### src/design/npq_pkg.sv
`timescale 1ns / 1ps
`default_nettype none

package npq_pkg;

    localparam int PALETTE_ENTRIES = 16;
    localparam int TABLE_SIZE      = 16;
    localparam int IDX_W           = 4;
    localparam int SUM_W           = 18;
    localparam int DIST_W          = 9;
    localparam int SQRT_STEPS      = 9;
    localparam int NUM_STAGES      = 2 * PALETTE_ENTRIES + SQRT_STEPS + 2;

    typedef struct packed {
        logic [7:0] chan_a;
        logic [7:0] chan_b;
        logic [7:0] chan_c;
    } in_beat_t;

    typedef struct packed {
        logic [IDX_W-1:0]  palette_index;
        logic [7:0]        out_red;
        logic [7:0]        out_green;
        logic [7:0]        out_blue;
        logic [DIST_W-1:0] best_distance;
    } out_beat_t;

    typedef struct packed {
        in_beat_t         pix;
        logic [SUM_W-1:0] min_sum;
    } min_bus_t;

    typedef struct packed {
        in_beat_t         pix;
        logic [SUM_W-1:0] rem;
        logic [SUM_W-1:0] root;
    } sqrt_bus_t;

    typedef struct packed {
        in_beat_t          pix;
        logic [SUM_W-1:0]  thr;
        logic [DIST_W-1:0] root_dist;
        logic              found;
        logic [IDX_W-1:0]  idx;
    } pick_bus_t;

    localparam logic [23:0] PAL_RGB [TABLE_SIZE] = '{
        24'h000000, 24'hFFFFFF, 24'h3A6616, 24'hACA65D,
        24'h814884, 24'hA47266, 24'h403286, 24'hBFB7E9,
        24'h6350A5, 24'h504400, 24'h699646, 24'h505050,
        24'h787878, 24'hE4B2A6, 24'h786ABD, 24'h9F9F9F
    };

    localparam logic [23:0] PAL_YUV [TABLE_SIZE] = '{
        24'h000000, 24'hFF0000, 24'h500000, 24'h9F000B,
        24'h60121D, 24'h800020, 24'h402200, 24'hBF1500,
        24'h602203, 24'h40000E, 24'h800000, 24'h500000,
        24'h780000, 24'hBF0020, 24'h782200, 24'h9F0000
    };

    function automatic logic [15:0] sq_diff(input logic [7:0] a, input logic [7:0] b);
        logic [7:0] d;
        d = (a > b) ? (a - b) : (b - a);
        return 16'(d) * 16'(d);
    endfunction

    function automatic logic [SUM_W-1:0] color_sum(input in_beat_t pix,
                                                   input logic [IDX_W-1:0] entry,
                                                   input logic yuv);
        logic [23:0] row;
        row = yuv ? PAL_YUV[entry] : PAL_RGB[entry];
        return SUM_W'(sq_diff(row[23:16], pix.chan_a))
             + SUM_W'(sq_diff(row[15:8], pix.chan_b))
             + SUM_W'(sq_diff(row[7:0], pix.chan_c));
    endfunction

endpackage

`default_nettype wire

### src/design/npq_sqrt_stage.sv
`timescale 1ns / 1ps
`default_nettype none

module npq_sqrt_stage (
    input  wire logic                  aclk,
    input  wire logic                  en,
    input  wire logic [3:0]            step,
    input  wire npq_pkg::sqrt_bus_t    bus_in,
    output npq_pkg::sqrt_bus_t         bus_out
);

    npq_pkg::sqrt_bus_t         bus_reg;
    npq_pkg::sqrt_bus_t         bus_next;
    logic [npq_pkg::SUM_W-1:0]  bitv;
    logic [npq_pkg::SUM_W-1:0]  trial;

    always_comb begin
        bitv         = npq_pkg::SUM_W'(18'h10000) >> {step, 1'b0};
        trial        = bus_in.root + bitv;
        bus_next.pix = bus_in.pix;
        if (bus_in.rem >= trial) begin
            bus_next.rem  = bus_in.rem - trial;
            bus_next.root = (bus_in.root >> 1) + bitv;
        end else begin
            bus_next.rem  = bus_in.rem;
            bus_next.root = bus_in.root >> 1;
        end
    end

    always_ff @(posedge aclk) begin
        if (en) begin
            bus_reg <= bus_next;
        end
    end

    assign bus_out = bus_reg;

endmodule

`default_nettype wire

### config.mk
export PLATFORM = sky130hd
export DESIGN_NAME = npq_sqrt_stage
export DESIGN_NICKNAME = d
export VERILOG_FILES = /design/src/design/npq_pkg.sv /design/src/design/npq_sqrt_stage.sv
export SDC_FILE = /design/constraint.sdc
export NUM_CORES = 1
export LEC_CHECK = 0
export BUFFER_PORTS_ARGS = -buffer_cell sky130_fd_sc_hd__buf_2
export CORE_MARGIN = 2
export CORE_UTILIZATION = 49
export CTS_BUF_LIST = sky130_fd_sc_hd__clkbuf_4
export CTS_CLUSTER_DIAMETER = 100
export CTS_CLUSTER_SIZE = 24
export DETAILED_ROUTE_END_ITERATION = 10
export GPL_ROUTABILITY_DRIVEN = 0
export GPL_TIMING_DRIVEN = 1
export PLACE_DENSITY = 0.81
export REMOVE_ABC_BUFFERS = 1
export SETUP_SLACK_MARGIN = 0.02
export SYNTH_ARGS = -nofsm -noshare
export SYNTH_HDL_FRONTEND = slang
export SYNTH_SLANG_ARGS = --single-unit
### constraint.sdc
create_clock -name aclk -period 4.4 [get_ports aclk]
set_input_delay 0.66 -clock aclk [delete_from_list [all_inputs] [get_ports aclk]]
set_output_delay 0.66 -clock aclk [all_outputs]
set_load 0.02 [all_outputs]
# After elaboration in Yosys (flattened, before gate mapping)
# Cells that the tools add are included.
# totals
ff_bits	60
latchBits	0
ram_bits	0
romBits	0
out_inout_bits	60
elab_cells	12
n_memories	0
# classes
addsub	3
multipliers	0
n_div	0
order_cmp	1
eq_ne	0
n_shift	1
n_mux	1
n_bitwise	0
n_reduce_logical	0
# ops
op	n
two-way mux 36 bit	1
adder 17 x 18 -> 18 bit	1
adder 18 bit	1
>= comparator 18 bit	1
right shift 17 x 5 -> 18 bit (first input constant)	1
subtractor 18 bit	1

# Depth between registers and ports, before layout
# Gate-level depths: netlist (run 1).
# logic_depth
depth_word	4
ltp_mapped	20
mapped_depth_nobuf	17

# Worst setup path before layout (run 1)
# No wires, ideal clock.
# synth_path
path_type	in2reg
startpoint	input step[1]
endpoint	register bus_reg (netlist bit bus_out[13]) (data pin)
setup_time_ns	0.260
t_arrival_ns	4.198
required_ns	4.140
path_slack_ns	-0.058
cell_stages	18
cell_sequence	buf_4 -> nor4b_1 -> ha_1 -> nand2_1 -> a211oi_1 -> a311oi_2 -> o21ai_2 -> a31oi_4 -> o21bai_2 -> xnor2_1 -> ha_1 -> a21o_1 -> or3_1 -> clkbuf_1 -> o21ai_4 -> buf_2 -> nor2_1 -> xor2_1
# synth_lines
element	line	rtl
from (decl)	npq_sqrt_stage.sv:7	input wire logic [3:0] step,
to (signal assigned)	npq_sqrt_stage.sv:32	bus_reg <= bus_next;
to (decl)	npq_sqrt_stage.sv:12	npq_pkg::sqrt_bus_t bus_reg;

==> results of run 1 <==
[cells in the final DEF, fill, tap and decap left out, types with 6 or more instances in the layout]
cell / count
a21o_1: 6
a21oi_1: 22
a31oi_1: 11
and3_1: 6
buf_2: 125
buf_4: 52
clkbuf_4: 9
edfxtp_1: 60
ha_1: 32
inv_1: 9
nand2_1: 63
nand3_1: 6
nor2_1: 22
nor3_1: 6
o21ai_0: 34
xnor2_1: 25
xor2_1: 19
[critical path, cell delays in order]
cell and delay, ns:
buf_2 0.11, nor4b_2 0.16, ha_1 0.20, ha_1 0.21
maj3_2 0.33, a21oi_2 0.22, nor2_1 0.06, o21ai_0 0.19
xor2_1 0.21, ha_1 0.34, a21oi_1 0.23, nand2_1 0.13
a211oi_2 0.33, a21boi_2 0.16, o31a_1 0.29, o311a_1 0.29
a211o_1 0.22
[area by class of cell]
| type | instances | area (um^2) | area share |
|---|---|---|---|
| sequential | 60 | 1800 | 0.321 |
| multi-input combinational | 346 | 2450 | 0.438 |
| timing repair buffer | 178 | 1040 | 0.185 |
| inverter | 9 | 33.8 | 0.00602 |
| clock buffer | 9 | 67.6 | 0.0120 |
| clock inverter | 6 | 80.1 | 0.0143 |
| tap | 108 | 135 | 0.0241 |
[metal layers]
layer  part of all wire  track usage
met5                  0            0
met4              0.015       0.0590
met3              0.069       0.0504
met2               0.48        0.392
met1               0.43        0.282
[cell families (layout without fill, tap and decap cells)]
logic type,Yosys count,in the layout
simple gates,133,133
compound gates,131,131
flops,60,60
xor+xnor,44,44
fa+ha+maj,35,35
buf+inv,27,202
mux,3,3
[final timing paths]
| kind | startpoint | endpoint | slack [ns] | cells after the start |
|---|---|---|---|---|
| setup / recovery | step[3] | bus_out[35] | 0.22 | 17 |
| hold / removal | bus_in[43] | bus_out[43] | 0.43 | 1 |
[stage by stage]
stage	instance area [um^2]	total power [mW]	setup TNS (ns)
finish	5610	1.75	0
global route	5610	1.85	0
CTS	5600	1.77	0
detailed placement	5450	1.34	-5.77
global placement	5450	1.32	-0.281
floorplan	4280	1.09	-1.20
[power by group]
part,internal (mW),total (mW),switching [mW]
Clock,0.223,0.427,0.205
Sequential,0.710,0.726,0.0157
Combinational,0.252,0.602,0.350
==> key figures, run 1 <==
Yosys
  • Yosys top cell area share: 0.410
  • Flops & latches, synth: 60
  • Cells after Synth: ~430
  • Most numerous cell in the Yosys netlist: nand2_1
  • Mux share of post-synthesis cell area: 0.00798
  • Mapped Area: between 4000 and 5000 um^2
  • Leading post-synthesis cells by instance count: 63 x nand2_1, 60 x edfxtp_1, 34 x o21ai_0, 32 x ha_1, 25 x xnor2_1
  • Fraction of registers with async set/reset: 0
  • Library cells used by synthesis: 69
  • Ys flop type: edfxtp_1
  • EDFF count, synth: 60
  • Syn_area_per_cell: slightly above 10 um^2
  • Synth top area cells: edfxtp_1 41%, ha_1 9.1%, nand2_1 5.4%
  • XOR/XNOR share of the synthesized area: 0.0878
  • Adder-Cell Fraction of Synth Area: 0.101
  • Combinational family with the most area after synthesis: compound AO/OA/AOI/OAI gates
  • Sequential area share after synthesis: 0.410
  • Simple-Gate Fraction of Synth Area: 0.150
  • Area leader, netlist: edfxtp_1
  • Synth Area in Compound Gates: 0.210
  • YS warnings: 0

Floorplanning
  • Die width: 98.6 um
  • Initial core utilization: 0.503
  • Die H: between 90 and 100 um
  • # rows: 34
  • IO Pins: approximately 130
  • DIE AREA: 9730 um^2
  • Core ar.: just under 9000 um^2

Min path
  • Worst hold path class: input pin to flip-flop

Layout
  • P&R area growth vs syn: 27.8%
  • Fillers: 715
  • Share of cells above drive strength 1: 0.352
  • Nets: approximately 700
  • Non-filler cells, final: just over 700
  • Max reg flops: 60
  • # diodes: 0
  • Fin util: 0.643

Global routing
  • GRT Resource Usage Total: 0.225
  • Number of global-route vias before repair: 3,836
  • Largest net degree at the start of global routing: 38
  • Initial antenna violation count: 0
  • GRT overflow: 0
  • First-pass GRT wire length: ~18,000 um

Clocking
  • Post-CTS Setup Inserts: 0
  • Root buf cell: clkbuf_4
  • CTS tree: built
  • Resize count post-CTS: 0
  • TritonCTS Sinks: 60
  • Number of hold buffers added after CTS: 0
  • Clock transition at the registers of the reported paths: 0.10 ns
  • H-Tree Level Count: 3
  • Cts bufs inserted: 9
  • CTS max path bufs: 2

Critical path
  • Critical Path RT: 4.56 ns
  • Worst EP arrival: around 4.3 ns
  • Largest fanout on the critical path: 8
  • Critical path class: input pin to flip-flop
  • Worst Setup End Kind: flip-flop
  • Startpoint Class: input pin

Timing
  • Fmax: about 240 MHz
  • Setup WS post-layout: between 0.2 and 0.25 ns
  • Min Tclk post-route: about 4.2 ns
  • Slew at the pin closest to its max-slew limit: about 0.67 ns
  • Final period utilization: 0.951
  • Finish-stage setup viols: 0
  • Pins Over Slew Limit: 0
  • Normalized max-slew margin: 0.548
  • RSZ-0062 raised after global routing: false
  • Worst hold slack: 0.427 ns
  • Endpoints failing hold: 0

Drt
  • Initial DRC count: 167
  • DRC Markers: 0
  • Via density: between 5 and 6
  • Routed len/inst: 14.9 um
  • Drt total wl: 10,700 um
  • Via count: ~4k
  • Antenna Nets Post-Route: 0
  • Initial DRT Pass Iterations: 4

Place
  • Placed insts: approximately 700
  • Worst slack, placed: -0.243 ns
  • Number of port buffers: 125
  • DPL Wire Length: approximately 8500 um

Flow run
  • Number of max-cap violations: 0

Power and ir drop
  • Leakage: 2.45 nW
  • Worst VDD drop: around 150 uV
  • Power density over the cells: between 300 and 400 nW/um^2

Outcome
  • Status: complete, no violations
Note: power is estimated with default switching activity, not from simulation.
==> run 2: changes to the inputs <==
--- a/config.mk
+++ b/config.mk
@@ -8,7 +8,7 @@
 export BUFFER_PORTS_ARGS = -buffer_cell sky130_fd_sc_hd__buf_2
 export CORE_MARGIN = 2
 export CORE_UTILIZATION = 49
-export CTS_BUF_LIST = sky130_fd_sc_hd__clkbuf_4
+export CTS_BUF_LIST = sky130_fd_sc_hd__clkbuf_8
 export CTS_CLUSTER_DIAMETER = 100
 export CTS_CLUSTER_SIZE = 24
 export DETAILED_ROUTE_END_ITERATION = 10
==> run 2 against run 1 <==
Die area is the same. Highest routed layer unchanged. Sequential power barely moved. Critical path depth stayed put. Global-route usage increased by 0.24 points. Hold slack improved by 0.070 ns.
==> key figures, run 2 (synthesis results as in run 1) <==
Outcome
  • Status: complete, no violations

Power and ir drop
  • Leakage: ~2.5 nW
  • Internal: roughly 1.3 mW
  • Reg power frac: 0.391
  • Gate power share: 0.326
  • Worst VDD drop: approximately 150 uV
  • Net Sw Power: between 0.5 and 0.6 mW
  • Switching portion of total power: 0.314
  • Clock Power Share: 0.283
  • Power density over the cells: around 330 nW/um^2

Timing
  • Endpoints failing hold: 0
  • Slew at the pin closest to its max-slew limit: between 0.6 and 0.7 ns
  • Finish-stage setup viols: 0
  • Min Tclk post-route: approximately 4.2 ns
  • Normalized max-slew margin: 0.556
  • Final period utilization: 0.958
  • Fmax: 237 MHz
  • Setup TNS: 0 ns
  • Setup WS post-layout: 0.183 ns
  • Pins Over Slew Limit: 0

Min path
  • Worst hold path class: input pin to flip-flop

Critical path
  • Critical Path RT: 4.49 ns
  • Largest fanout on the critical path: 8
  • Worst EP arrival: 4.30 ns
  • Critical path class: input pin to flip-flop
  • Worst Setup End Kind: flip-flop
  • Startpoint Class: input pin

Global routing
  • First-pass GRT wire length: roughly 18,000 um
  • GRT overflow: 0
  • Number of global-route vias before repair: 3,861
  • Initial antenna violation count: 0
  • Largest net degree at the start of global routing: 38
  • GRT Resource Usage Total: 0.227

Layout
  • Non-filler cells, final: roughly 700
  • P&R area growth vs syn: 29.2%
  • Share of cells above drive strength 1: 0.355
  • Design Area, Final: approximately 5700 um^2
  • Most frequent cells in the layout: 125 x buf_2, 63 x nand2_1, 60 x edfxtp_1, 52 x buf_4, 33 x o21ai_0
  • Commonest non-fill, non-tap cell in the layout: buf_2
  • Max reg flops: 60
  • # diodes: 0
  • Fin util: 0.650
  • Nets: 703

Floorplanning
  • IO Pins: between 100 and 150
  • # rows: 34
  • Die H: slightly below 100 um
  • Core ar.: 8720 um^2
  • Die width: 98.6 um
  • Initial core utilization: 0.503
  • DIE AREA: just under 10,000 um^2

Place
  • DPL Wire Length: 8530 um
  • Worst slack, placed: -0.243 ns
  • Cell Area, Placed: about 5500 um^2
  • Placed insts: roughly 700
  • Number of port buffers: roughly 130

Clocking
  • Clock transition at the registers of the reported paths: roughly 0.070 ns
  • Resize count post-CTS: 0
  • Post-CTS Setup Inserts: 0
  • Root buf cell: clkbuf_8
  • TritonCTS Sinks: 60
  • H-Tree Level Count: 3
  • CTS max path bufs: 2
  • Number of hold buffers added after CTS: 0
  • CTS tree: built
  • Cts bufs inserted: 9

Drt
  • DRC Markers: 0
  • Via density: between 5 and 6
  • Drt total wl: around 11,000 um
  • Initial DRT Pass Iterations: 4
  • Initial DRC count: between 150 and 200
  • Via count: ~4k
  • Antenna Nets Post-Route: 0
  • Routed len/inst: between 15 and 20 um

Flow run
  • Number of max-cap violations: 0
[run 2: worst paths after layout]
kind	slack, ns	endpoint	startpoint	cells past startpoint
max	0.18	bus_out[35]	step[3]	17
min	0.50	bus_out[43]	bus_in[43]	1
[run 2: metrics by stage]
step / hold WS (ns) / power (mW)
detailed placement: 0.839 / 1.34
finish: 0.496 / 1.86
CTS: 0.485 / 1.87
floorplan: 0.759 / 1.09
global route: 0.481 / 1.96
global placement: 0.838 / 1.32
[run 2: layer usage]
| layer | vias to the layer above | GRT usage | share of wire |
|---|---|---|---|
| met5 | - | 0 | 0 |
| met4 | 0 | 0.0685 | 0.015 |
| met3 | 17 | 0.0482 | 0.084 |
| met2 | 164 | 0.397 | 0.49 |
| met1 | 1834 | 0.282 | 0.42 |
| li1 | 1979 | - | - |
[run 2: layout make-up]
class	count	area (um^2)
Fill cell	710	3050
Multi-Input combinational cell	346	2460
Sequential cell	60	1800
Timing Repair Buffer	178	1040
Tap cell	108	135
Clock buffer	9	124
Clock inverter	6	80.1
Inverter	9	33.8
[run 2: critical path, stage by stage]
cell	delay, ns
buf_2	0.11
nor4b_2	0.16
ha_2	0.18
ha_1	0.20
maj3_2	0.33
a21oi_2	0.22
nor2_1	0.06
o21ai_0	0.19
xor2_1	0.21
ha_1	0.34
a21oi_1	0.23
nand2_1	0.13
a211oi_2	0.32
a21boi_2	0.17
o31a_1	0.29
o311a_1	0.29
a211o_1	0.22
[run 2: power by group through the flow]
stage / Clock (mW) / Sequential, mW / Combinational, mW
after floorplan: 0 / 0.827 / 0.260
after global placement: 0 / 0.740 / 0.582
after detailed placement: 0 / 0.739 / 0.601
after CTS: 0.538 / 0.728 / 0.604
after global routing: 0.559 / 0.733 / 0.666
final: 0.526 / 0.727 / 0.605
==> run 3: changes to the inputs <==
--- a/config.mk
+++ b/config.mk
@@ -6,6 +6,7 @@
 export NUM_CORES = 1
 export LEC_CHECK = 0
 export BUFFER_PORTS_ARGS = -buffer_cell sky130_fd_sc_hd__buf_2
+export CORE_ASPECT_RATIO = 0.6
 export CORE_MARGIN = 2
 export CORE_UTILIZATION = 49
 export CTS_BUF_LIST = sky130_fd_sc_hd__clkbuf_8
@@ -15,7 +16,6 @@
 export GPL_ROUTABILITY_DRIVEN = 0
 export GPL_TIMING_DRIVEN = 1
 export PLACE_DENSITY = 0.81
-export REMOVE_ABC_BUFFERS = 1
 export SETUP_SLACK_MARGIN = 0.02
 export SYNTH_ARGS = -nofsm -noshare
 export SYNTH_HDL_FRONTEND = slang
==> run 3 against run 2 <==
Hold slack worse by 0.025 ns. Setup slack better by 0.0085 ns. Routed wire length is 8.0% higher. Sequential cell count stayed put. Power hardly changed. Sequential share of layout area is 0.23 points lower. Highest routed layer unchanged.
==> key figures, run 3 (synthesis results as in run 1) <==
Critical path
  • Critical Path RT: around 4.5 ns
  • Critical path class: input pin to flip-flop
  • Largest fanout on the critical path: 8
  • Slowest cell on the critical path: or3_1
  • Crit path max-delay family: simple AND/OR/NAND/NOR gates
  • Worst EP arrival: 4.31 ns
  • Max incr delay on CP: roughly 0.43 ns
  • Worst path bufs/invs: 3
  • Startpoint Class: input pin
  • Critical path, cell by cell: buf_2, nor4b_2, buf_4, ha_1, nand2_1, a211oi_1, a311oi_4, o21ai_2, a31oi_4, xor2_1, ha_1, nand2_1, nor2_1, and3_1, or3_1, o21ai_4, buf_4, a21oi_1, xor2_1
  • Worst Setup End Kind: flip-flop

Layout
  • Design Area, Final: approximately 5700 um^2
  • FF+latch area: 1800 um^2
  • # diodes: 0
  • Fillers: 728
  • Nets: roughly 710
  • Most frequent cells in the layout: 125 x buf_2, 63 x nand2_1, 60 x edfxtp_1, 55 x buf_4, 34 x o21ai_0
  • Commonest non-fill, non-tap cell in the layout: buf_2
  • Max reg flops: 60
  • Share of cells above drive strength 1: 0.364
  • Non-filler cells, final: approximately 720
  • P&R area growth vs syn: 30.1%
  • Area of the multi-input gates: 2480 um^2

Global routing
  • Initial antenna violation count: 0
  • Number of global-route vias before repair: between 3k and 4k
  • Largest net degree at the start of global routing: 38
  • GRT Resource Usage Total: 0.236
  • GRT overflow: 0
  • First-pass GRT wire length: between 15,000 and 20,000 um

Timing
  • Worst hold slack: around 0.47 ns
  • Endpoints failing hold: 0
  • Normalized max-slew margin: 0.568
  • RSZ-0062 raised after global routing: true
  • Final period utilization: 0.956
  • Min Tclk post-route: between 4 and 5 ns
  • Fmax: between 200 and 250 MHz
  • Slew at the pin closest to its max-slew limit: approximately 0.65 ns
  • Pins Over Slew Limit: 0
  • Finish-stage setup viols: 0

Clocking
  • H-Tree Level Count: 3
  • Post-CTS Setup Inserts: 0
  • TritonCTS Sinks: 60
  • Cts bufs inserted: 9
  • Clock transition at the registers of the reported paths: approximately 0.080 ns
  • Root buf cell: clkbuf_8
  • CTS tree: built
  • CTS max path bufs: 2

Place
  • Cell Area, Placed: roughly 5500 um^2
  • Placed insts: 708
  • DPL Wire Length: between 8000 and 9000 um
  • Number of port buffers: approximately 130

Power and ir drop
  • Clock Power Share: 0.276
  • Switching portion of total power: 0.340
  • Worst VDD drop: 159 uV
  • Power density over the cells: roughly 330 nW/um^2
  • Internal: 1.23 mW
  • Leakage: 2.49 nW
  • Reg power frac: 0.391
  • Net Sw Power: between 0.6 and 0.7 mW
  • Gate power share: 0.333

Floorplanning
  • Die width: around 130 um
  • Core ar.: around 8600 um^2
  • Initial core utilization: 0.511
  • DIE AREA: just under 10,000 um^2
  • IO Pins: roughly 130
  • # rows: 26
  • Die H: 77.3 um

Outcome
  • Status: complete, no violations

Drt
  • DRC Markers: 0
  • Via count: roughly 4k
  • Antenna Nets Post-Route: 0
  • Drt total wl: about 12,000 um
  • Initial DRT Pass Iterations: 7
  • Via density: roughly 5.6
  • Routed len/inst: 16.0 um
  • Initial DRC count: 240

Yosys
  • Syn_nets: roughly 530

Flow run
  • Number of max-cap violations: 0

Min path
  • Worst hold path class: input pin to flip-flop
-- run 3: stage by stage --
| stage | total power, mW | setup TNS (ns) | setup slack (ns) | util |
|---|---|---|---|---|
| after floorplan | 1.11 | 0 | 0.0358 | - |
| after global routing | 1.95 | -0.0546 | -0.0471 | 0.665 |
| final | 1.86 | 0 | 0.192 | 0.665 |
| after detailed placement | 1.34 | -2.63 | -0.169 | 0.639 |
| after global placement | 1.32 | -0.0706 | -0.0435 | 0.639 |
| after CTS | 1.86 | 0 | 0.190 | 0.662 |
-- run 3: per-layer routing --
metal  part of all wire  track usage  up-vias
met3              0.090       0.0635       23
met2               0.43        0.372      187
met1               0.46        0.328     1882
met4              0.015       0.0527        0
li1                   -            -     1987
met5                  0            0        -
-- run 3: power by group through the flow --
stage               registers (mW)  clock network (mW)  logic (mW)
floorplan                    0.827                   0       0.284
global placement             0.737                   0       0.582
detailed placement           0.739                   0       0.603
CTS                          0.727               0.524       0.606
global route                 0.732               0.541       0.674
finish                       0.726               0.514       0.619
-- run 3: area by class of cell --
type,instances,area share
clock buffers,9,0.0217
clock inverters,7,0.0131
inverters,9,0.00591
multi-input cells,346,0.435
flip-flops and latches,60,0.315
well taps,112,0.0245
repair buffers,181,0.184
-- run 3: worst paths after layout --
check | start | endpoint | slack [ns] | cells past startpoint
worst max-delay path | step[1] | bus_out[7] | 0.19 | 19
worst min-delay path | bus_in[45] | bus_out[45] | 0.47 | 1
-- run 3: what timing repair did --
action	CTS	global route
resized for setup	0	6
hold buffers	0	0
setup endpoints to repair	0	23
